$ cat config.mk
export PLATFORM = sky130hd
export DESIGN_NAME = mbw_ctrl
export DESIGN_NICKNAME = d
export VERILOG_FILES = /design/src/rtl/core/mbw_pkg.sv /design/src/rtl/core/mbw_ctrl.sv
export SDC_FILE = /design/constraint.sdc
export NUM_CORES = 1
export LEC_CHECK = 0
export BUFFER_PORTS_ARGS = -buffer_cell sky130_fd_sc_hd__clkbuf_2
export CAP_MARGIN = 25
export CELL_PAD_IN_SITES_DETAIL_PLACEMENT = 0
export CELL_PAD_IN_SITES_GLOBAL_PLACEMENT = 1
export CORE_MARGIN = 2
export CORE_UTILIZATION = 30
export DETAILED_ROUTE_END_ITERATION = 8
export GPL_ROUTABILITY_DRIVEN = 0
export PLACE_DENSITY_LB_ADDON = 0.12
export SLEW_MARGIN = 20
export SYNTH_ARGS = -nofsm -noshare
export SYNTH_HDL_FRONTEND = slang
export SYNTH_SLANG_ARGS = --single-unit
export TNS_END_PERCENT = 20
$ cat constraint.sdc
create_clock -name i_clk -period 3.7 [get_ports i_clk]
set_input_delay 0.555 -clock i_clk [delete_from_list [all_inputs] [get_ports i_clk]]
set_output_delay 0.555 -clock i_clk [all_outputs]
set_load 0.01 [all_outputs]
$ cat src/rtl/core/mbw_pkg.sv
// mbw_pkg: shared types and constants of the maze backtracker walk
// state encoding, result codes, directions and controller/datapath structs
// no dependencies
`timescale 1ns / 1ps

package mbw_pkg;

    localparam int CFG_DATA_W = 6;
    localparam int CFG_IDX_W  = 1;

    localparam logic [CFG_IDX_W-1:0] CFG_GRID_WIDTH  = 1'd0;
    localparam logic [CFG_IDX_W-1:0] CFG_GRID_HEIGHT = 1'd1;

    localparam logic [CFG_DATA_W-1:0] GRID_SIDE_RESET = 6'd8;

    localparam logic [1:0] DIR_N = 2'd0;
    localparam logic [1:0] DIR_S = 2'd1;
    localparam logic [1:0] DIR_E = 2'd2;
    localparam logic [1:0] DIR_W = 2'd3;

    localparam logic KIND_START = 1'b0;

    typedef enum logic [1:0] {
        ST_STARTED  = 2'd0,
        ST_CARVED   = 2'd1,
        ST_COMPLETE = 2'd2,
        ST_NO_START = 2'd3
    } t_status;

    typedef enum logic [1:0] {
        ROW_N = 2'd0,
        ROW_C = 2'd1,
        ROW_S = 2'd2
    } t_row_sel;

    typedef enum logic [3:0] {
        S_IDLE,
        S_CHK,
        S_CLEAR,
        S_RN,
        S_RC,
        S_RS,
        S_SCAP,
        S_PICK,
        S_POPW
    } t_state;

    typedef struct packed {
        logic     take_item;
        logic     start_init;
        logic     clr_row;
        logic     rd_en;
        t_row_sel rd_sel;
        logic     cap_en;
        t_row_sel cap_sel;
        logic     pop;
        logic     top_load;
        logic     carve;
        logic     out_load;
        t_status  out_code;
    } t_cmd;

    typedef struct packed {
        logic kind;
        logic started;
        logic complete;
        logic clr_last;
        logic open_any;
        logic fill_one;
        logic out_free;
    } t_stat;

    // value mod 3: base-4 digits all weigh 1 mod 3
    function automatic logic [1:0] mod3(input logic [15:0] v);
        logic [4:0] s;
        logic [2:0] t;
        s = '0;
        for (int i = 0; i < 8; i++) begin
            s = s + 5'(v[2*i +: 2]);
        end
        t = 3'(s[1:0]) + 3'(s[3:2]) + 3'(s[4]);
        if (t >= 3'd6) begin
            t = t - 3'd6;
        end else if (t >= 3'd3) begin
            t = t - 3'd3;
        end
        return t[1:0];
    endfunction

endpackage

$ cat src/rtl/core/mbw_ctrl.sv
// mbw_ctrl: sequencer of the maze backtracker walk
// issues datapath commands per item: clear sweep, neighbor reads, pop, carve
// depends on mbw_pkg
`timescale 1ns / 1ps

module mbw_ctrl (
    input  logic           i_clk,
    input  logic           i_rst_n,
    input  logic           i_item_valid,
    output logic           o_item_ready,
    input  mbw_pkg::t_stat i_stat,
    output mbw_pkg::t_cmd  o_cmd
);

    mbw_pkg::t_state r_state;
    mbw_pkg::t_state n_state;

    always_ff @(posedge i_clk) begin
        if (!i_rst_n) begin
            r_state <= mbw_pkg::S_IDLE;
        end else begin
            r_state <= n_state;
        end
    end

    always_comb begin
        n_state = r_state;
        unique case (r_state)
            mbw_pkg::S_IDLE: begin
                if (i_item_valid) begin
                    n_state = mbw_pkg::S_CHK;
                end
            end
            mbw_pkg::S_CHK: begin
                if (i_stat.kind == mbw_pkg::KIND_START) begin
                    n_state = mbw_pkg::S_CLEAR;
                end else if (!i_stat.started || i_stat.complete) begin
                    if (i_stat.out_free) begin
                        n_state = mbw_pkg::S_IDLE;
                    end
                end else begin
                    n_state = mbw_pkg::S_RN;
                end
            end
            mbw_pkg::S_CLEAR: begin
                if (i_stat.clr_last && i_stat.out_free) begin
                    n_state = mbw_pkg::S_IDLE;
                end
            end
            mbw_pkg::S_RN:   n_state = mbw_pkg::S_RC;
            mbw_pkg::S_RC:   n_state = mbw_pkg::S_RS;
            mbw_pkg::S_RS:   n_state = mbw_pkg::S_SCAP;
            mbw_pkg::S_SCAP: n_state = mbw_pkg::S_PICK;
            mbw_pkg::S_PICK: begin
                if (i_stat.open_any || i_stat.fill_one) begin
                    if (i_stat.out_free) begin
                        n_state = mbw_pkg::S_IDLE;
                    end
                end else begin
                    n_state = mbw_pkg::S_POPW;
                end
            end
            mbw_pkg::S_POPW: n_state = mbw_pkg::S_RN;
            default:         n_state = mbw_pkg::S_IDLE;
        endcase
    end

    always_comb begin
        o_item_ready = 1'b0;
        o_cmd        = '0;
        o_cmd.rd_sel   = mbw_pkg::ROW_C;
        o_cmd.cap_sel  = mbw_pkg::ROW_C;
        o_cmd.out_code = mbw_pkg::ST_STARTED;
        unique case (r_state)
            mbw_pkg::S_IDLE: begin
                o_item_ready    = 1'b1;
                o_cmd.take_item = i_item_valid;
            end
            mbw_pkg::S_CHK: begin
                if (i_stat.kind == mbw_pkg::KIND_START) begin
                    o_cmd.start_init = 1'b1;
                end else if (!i_stat.started) begin
                    o_cmd.out_load = i_stat.out_free;
                    o_cmd.out_code = mbw_pkg::ST_NO_START;
                end else if (i_stat.complete) begin
                    o_cmd.out_load = i_stat.out_free;
                    o_cmd.out_code = mbw_pkg::ST_COMPLETE;
                end
            end
            mbw_pkg::S_CLEAR: begin
                o_cmd.clr_row  = 1'b1;
                o_cmd.out_load = i_stat.clr_last && i_stat.out_free;
                o_cmd.out_code = mbw_pkg::ST_STARTED;
            end
            mbw_pkg::S_RN: begin
                o_cmd.rd_en  = 1'b1;
                o_cmd.rd_sel = mbw_pkg::ROW_N;
            end
            mbw_pkg::S_RC: begin
                o_cmd.rd_en   = 1'b1;
                o_cmd.rd_sel  = mbw_pkg::ROW_C;
                o_cmd.cap_en  = 1'b1;
                o_cmd.cap_sel = mbw_pkg::ROW_N;
            end
            mbw_pkg::S_RS: begin
                o_cmd.rd_en   = 1'b1;
                o_cmd.rd_sel  = mbw_pkg::ROW_S;
                o_cmd.cap_en  = 1'b1;
                o_cmd.cap_sel = mbw_pkg::ROW_C;
            end
            mbw_pkg::S_SCAP: begin
                o_cmd.cap_en  = 1'b1;
                o_cmd.cap_sel = mbw_pkg::ROW_S;
            end
            mbw_pkg::S_PICK: begin
                if (i_stat.open_any) begin
                    o_cmd.carve = i_stat.out_free;
                end else if (i_stat.fill_one) begin
                    // last cell popped: walk is over
                    o_cmd.pop      = i_stat.out_free;
                    o_cmd.out_load = i_stat.out_free;
                    o_cmd.out_code = mbw_pkg::ST_COMPLETE;
                end else begin
                    o_cmd.pop = 1'b1;
                end
            end
            mbw_pkg::S_POPW: begin
                o_cmd.top_load = 1'b1;
            end
            default: begin
                o_cmd = '0;
            end
        endcase
    end

    a_pop_reread: assert property (@(posedge i_clk) disable iff (!i_rst_n)
        (r_state == mbw_pkg::S_POPW) |=> (r_state == mbw_pkg::S_RN))
        else $error("pop not followed by neighbor reread");

    a_ready_only_idle: assert property (@(posedge i_clk) disable iff (!i_rst_n)
        (o_cmd.take_item) |=> (r_state == mbw_pkg::S_CHK))
        else $error("accepted word not checked");

    a_carve_after_reads: assert property (@(posedge i_clk) disable iff (!i_rst_n)
        o_cmd.carve |-> ($past(r_state) == mbw_pkg::S_SCAP || $past(r_state) == mbw_pkg::S_PICK))
        else $error("carve without fresh neighbor rows");

endmodule

# Word level (Yosys, flattened, before mapping)
# Cells that the tools add are included.
# classes
n_eq_ne	10
n_mux	26
reduce_logical	8
# ops
cell	n
$pmux W4 S9	1
$mux W4	6
$pmux W3 S4	2
$eq A4 B3 Y1 const B	4
$mux W3	5
$reduce_or A6 Y1	2
$mux W1	11
$pmux W3 S3	1
$eq A4 B2 Y1 const B	2
$eq A4 B1 Y1 const B	1
$eq A4 B4 Y1 const B	1
$logic_not A4 Y1	1
$ne A2 B2 Y1 const B	2
$logic_or A1 B1 Y1	2
$reduce_and A2 Y1	1
$logic_and A1 B1 Y1	1
$logic_not A1 Y1	1
# word_totals
reg_bits	4
inputBits	10
output_inout_bits	16
wordCells	45

# Longest topological paths before layout
# Gate-level depths: netlist of run 1.
# logic_depth
word_depth	5
mapped_depth	4
depth_no_buf	4

# Worst setup path after synthesis of run 1
# Ideal clock, no wire load.
# synth_timing
path_kind	input -> output
startpoint	input i_stat[4] (netlist bit)
endpoint	output o_cmd[2] (netlist bit)
arrival_ns	1.215
slack_ns	1.930
stages	3
n_path_buf	0
cell_sequence	nand2b_1 a32o_2 o21a_1
# synth_rtl
element	line_no	text
start: declaration	mbw_ctrl.sv:11	input mbw_pkg::t_stat i_stat,
end: declaration	mbw_ctrl.sv:12	output mbw_pkg::t_cmd o_cmd

==> results of run 1 <==
through the flow:
stage / hold slack (ps) / cell area, um2 / worst slack (ps) / utilization / cells
floorplan: 578.0 / 467.9 / 1930 / - / 63
global placement: 764.3 / 590.6 / 1653 / 0.3966 / 100
detailed placement: 772.9 / 590.6 / 1635 / 0.3966 / 100
CTS: 542.6 / 613.1 / 1378 / 0.4118 / 103
global route: 543.6 / 613.1 / 1236 / 0.4118 / 103
finish: 555.4 / 613.1 / 1398 / 0.4118 / 103
path summary, 6_finish.rpt:
path | from | endpoint | slack (ps) | depth (start not counted)
setup / recovery | r_state[3] | o_cmd[2] | 1400 | 5
hold / removal | i_stat[1] | r_state[3] | 560 | 2
setup reg to reg | r_state[3] | r_state[0] | 2150 | 4
hold reg to reg | r_state[0] | r_state[2] | 780 | 2
report_power, final:
group | internal [uW] | switching [uW] | leakage [uW] | total [uW]
sequential | 47.0 | 14.1 | 0.0000326 | 61.2
combinational | 35.4 | 33.0 | 0.000230 | 68.4
clock | 36.1 | 15.5 | 0.0000138 | 51.6
per-layer routing:
metal	up-vias	global-route usage	wire [um]
met4	0	0.07273	0
li1	282	-	-
met1	234	0.1777	572
met3	0	0.02500	20
met2	6	0.2000	559
met5	-	0	0
cell usage after synthesis (2+ instances only):
cell type  number
dfxtp_1         4
nand3_1         2
a21oi_1         4
o21a_1          2
nor3b_1         2
buf_2           3
o21ai_0         2
nor2b_1         3
nor3_1          2
nand2_1         5
and2_1          2
nand2b_1        5
nor2_1          8
logic make-up (layout without fill, tap and decap cells):
family,after synthesis,count (layout)
multiplexers,2,2
buffers and inverters,5,29
flip-flops,4,4
AND/OR/NAND/NOR,34,34
AO/OA/AOI/OAI,18,18
final cells by class:
class                   count  area, um2
multi-input cells          54      361.6
well taps                  16      20.02
inverters                   1      3.754
clock buffers               3      22.52
repair buffers             25      125.1
fillers                   175      875.8
flip-flops and latches      4      80.08
==> results.py, run 1 <==
metrics = {
    "placement": {
        "dp_hpwl_um": 876.6,
        "io_buffers": 25,
    },
    "synth": {
        "syn_area_um2": 467.9,
        "synth_edf_count": 0,
        "seq_area_frac_synth": 0.1711,
        "synthSimpleGateAreaFrac": 0.4305,
        "synth.distinct_cells": 32,
        "syn_area_per_cell_um2": 7.428,
        "yosys_warnings": 0,
        "synth_cells": 63,
        "async_reset_ff_frac": 0,
        "synth_top_family_by_area": "simple AND/OR/NAND/NOR gates",
        "syn-num-nets": 73,
        "ys_ff_latch": 4,
        "synth_ff_type": "dfxtp_1",
        "synthMuxAreaShare": 0.04545,
        "synthTopCellsByArea": "dfxtp_1, nand2b_1, nor2_1",
        "synth_area_leader_cell": "dfxtp_1",
        "synth.top_cell.area_share": 0.1711,
        "synthAdderAreaFrac": 0,
        "synth-xor-area-share": 0,
        "synth_compound_area_frac": 0.2968,
    },
    "worst_setup_path": {
        "slowest_stage": "dfxtp_1",
        "start_kind": "flip-flop",
        "max_stage_delay_ps": 660,
        "required_ps": 3140,
        "cp_cell_sequence": "nand4b_1 -> nor2_1 -> a32o_2 -> o21a_1 -> clkbuf_2",
        "path_class": "flip-flop to output pin",
        "worstPathMaxFanout": 14,
        "critPathTopFamily": "flip-flops",
        "critical_path_arrival_ps": 1750,
        "critPathBufInv": 1,
        "endpoint_kind": "output pin",
    },
    "cells_and_area": {
        "layout_commonest_cell": "clkbuf_2",
        "final_cell_mix": "clkbuf_2, nor2_1, nand2b_1, nand2_1",
        "syn_to_final_growth_pct": 31.02,
        "nets": 99,
        "antenna-diode-count": 0,
        "top_register": "r_state",
        "drive_above_1_share": 0.4023,
        "top_regs": "r_state x4",
        "largest_reg_flops": 4,
    },
    "die": {
        "initial_core_util": 0.3143,
        "die-area_um2": 1892,
        "placementRows": 14,
        "die-height_um": 43.50,
        "pin_count": 26,
        "die_w_um": 43.50,
        "coreArea_um2": 1489,
    },
    "global_route": {
        "antenna_found_initial": 0,
        "grt_pass1_vias": 432,
        "grtUsageTotal": 0.1326,
        "overflow": 0,
        "grt_pass1_wl_um": 1863,
        "grt_max_degree": 17,
    },
    "sta": {
        "hold_viol": 0,
        "post-route-min-period_ps": 2302,
        "rsz0062_at_grt": "false",
        "tightest_slew_ps": 560.1,
        "fmax_mhz": 434.3,
        "period_share": 0.6223,
        "final_max_slew_viol_count": 0,
        "maxSlewHeadroom": 0.6261,
        "fin_worst_skew_ps": 1.720,
        "finalSetupTns_ps": 0,
        "setup-violations-final": 0,
    },
    "cts": {
        "cts_tree": "done",
        "cts_hold_buf": 0,
        "clk_latency_ps": 230,
        "cts_buffer_depth": 2,
        "cts_resized": 0,
        "htree_levels": 1,
        "cts_sinks": 4,
        "cts_buffers": 3,
        "clockRootBuffer": "clkbuf_4",
        "clkTransAtPathRegs_ps": 40,
        "postCtsSetupBuffers": 0,
    },
    "route": {
        "firstDrtPassIters": 3,
        "wirelength_um": 1152,
        "first_iter_violations": 3,
        "antenna_left": 0,
        "viasPerCell": 5.068,
        "wl_per_cell_um": 11.18,
        "num_vias": 522,
        "drc_errors": 0,
    },
    "pwr": {
        "p_leak_uw": 0.0002762,
        "power_uw": 181.1,
        "vdd_ir_drop_max_mv": 0.1541,
        "power_density_nw_per_um2": 295.4,
    },
    "hold_path": {
        "hp-class": "input port to flip-flop",
    },
    "job": {
        "drv_cap": 0,
    },
    "status": {
        "outcome": "complete, no violations",
    },
}
Power figures use the tool's default switching activity.
==> inputs of run 2 (changes only) <==
Settings changed: CORE_UTILIZATION 30 to 28.
Clock period 3.7 ns to 2.25 ns, I/O delays scaled along.
==> results.py, run 2 (synthesis gave the netlist of run 1 again) <==
metrics = {
    "status": {
        "outcome": "complete, no violations",
    },
    "global_route": {
        "grt_pass1_vias": 453,
        "grtUsageTotal": 0.1391,
        "antenna_found_initial": 0,
        "overflow": 0,
        "grt_pass1_wl_um": 1980,
        "grt_max_degree": 14,
    },
    "hold_path": {
        "hold_depth": 2,
        "hp-class": "input port to flip-flop",
    },
    "die": {
        "die-area_um2": 2014,
        "die-height_um": 44.88,
        "coreArea_um2": 1541,
        "placementRows": 14,
        "die_w_um": 44.88,
        "initial_core_util": 0.3036,
        "pin_count": 26,
    },
    "worst_setup_path": {
        "critical_path_arrival_ps": 1560,
        "max_stage_delay_ps": 500,
        "slowest_stage": "dfxtp_1",
        "worstPathMaxFanout": 8,
        "cp.depth": 5,
        "start_kind": "flip-flop",
        "cp_cell_sequence": "nand4b_1 -> nor2_1 -> a32o_2 -> o21a_1 -> clkbuf_2",
        "required_ps": 1910,
        "r2r_cells": 5,
        "endpoint_kind": "output pin",
        "path_class": "flip-flop to output pin",
        "critPathTopFamily": "flip-flops",
        "critPathBufInv": 1,
    },
    "placement": {
        "dp_hpwl_um": 967.4,
        "dp.cells": 104,
        "io_buffers": 25,
    },
    "route": {
        "wirelength_um": 1240,
        "wl_per_cell_um": 11.59,
        "first_iter_violations": 11,
        "viasPerCell": 5.159,
        "num_vias": 552,
        "wl_met3_um": 79,
        "antenna_left": 0,
        "top_layer": "met4",
        "firstDrtPassIters": 4,
        "wl_met2_um": 547,
        "wl_met1_um": 596,
        "drc_errors": 0,
    },
    "cts": {
        "postCtsSetupBuffers": 0,
        "cts_sinks": 4,
        "cts_tree": "done",
        "htree_levels": 1,
        "cts_buffer_depth": 2,
        "cts_buffers": 3,
        "clkTransAtPathRegs_ps": 40,
        "clk_latency_ps": 250,
        "cts_resized": 0,
        "clockRootBuffer": "clkbuf_4",
        "cts_hold_buf": 0,
    },
    "cells_and_area": {
        "fin_cells": 107,
        "top_regs": "r_state x4",
        "fin_util": 0.4172,
        "fill_cells": 180,
        "antenna-diode-count": 0,
        "largest_reg_flops": 4,
        "top_register": "r_state",
        "nets": 103,
        "drive_above_1_share": 0.4286,
        "syn_to_final_growth_pct": 37.43,
        "final_cell_mix": "clkbuf_2, nor2_1, nand2b_1, nand2_1",
        "layout_commonest_cell": "clkbuf_2",
    },
    "pwr": {
        "vdd_ir_drop_max_mv": 0.3038,
        "p_int_uw": 202.5,
        "swShare": 0.3552,
        "pwr-share-clk": 0.298,
        "power_density_nw_per_um2": 488.4,
        "p_sw_uw": 111.6,
        "power.share.combinational": 0.420,
        "p_seq_frac": 0.282,
        "p_leak_uw": 0.0002976,
    },
    "sta": {
        "setup-violations-final": 0,
        "maxSlewHeadroom": 0.7828,
        "finalSetupTns_ps": 0,
        "fin_worst_skew_ps": 6.096,
        "fmax_mhz": 527.1,
        "tightest_slew_ps": 325.4,
        "post-route-min-period_ps": 1897,
        "period_share": 0.8432,
        "hold_viol": 0,
        "final_max_slew_viol_count": 0,
        "rsz0062_at_grt": "false",
        "whs_ps": 314.8,
    },
    "job": {
        "drv_cap": 0,
    },
}
==> run 2: cell types whose count changed in the layout (fill, tap and decap cells not counted) <==
cell	delta
buf_4	+4
==> run 2: area by class of cell <==
class	count	area [um2]	area share
flip-flops and latches	4	80.08	0.1245
clock buffers	3	22.52	0.03502
well taps	16	20.02	0.03113
multi-input cells	54	361.6	0.5623
inverters	1	3.754	0.005837
repair buffers	29	155.1	0.2412
==> run 2: layer usage <==
layer  GRT usage  vias to the layer above
met2      0.1855                       14
met5           0                        -
met1      0.1936                      247
met4     0.07059                        0
met3     0.05200                        3
li1            -                      288
==> run 2: power groups by stage <==
stage                     clock network, uW  registers [uW]  logic (uW)
after floorplan                           0            86.0        90.8
after global placement                    0            88.8         134
after detailed placement                  0            89.6         133
after CTS                              97.2            88.5         134
after global routing                    103            90.2         146
final                                  93.5            88.7         132
==> run 2: metrics by stage <==
stage	cell area (um2)	worst slack (ps)	power, uW
after detailed placement	620.6	602.9	222.8
after floorplan	467.9	769.9	176.8
after global placement	620.6	587.7	222.5
after CTS	643.1	336.9	319.4
final	643.1	352.9	314.1
after global routing	643.1	172.1	339.1
==> run 2: worst paths after layout <==
| check | startpoint | end | slack, ps |
|---|---|---|---|
| max | r_state[1] | o_cmd[2] | 350 |
| max reg2reg | r_state[2] | r_state[0] | 920 |
| min | i_stat[1] | r_state[3] | 310 |
| min reg2reg | r_state[3] | r_state[3] | 630 |
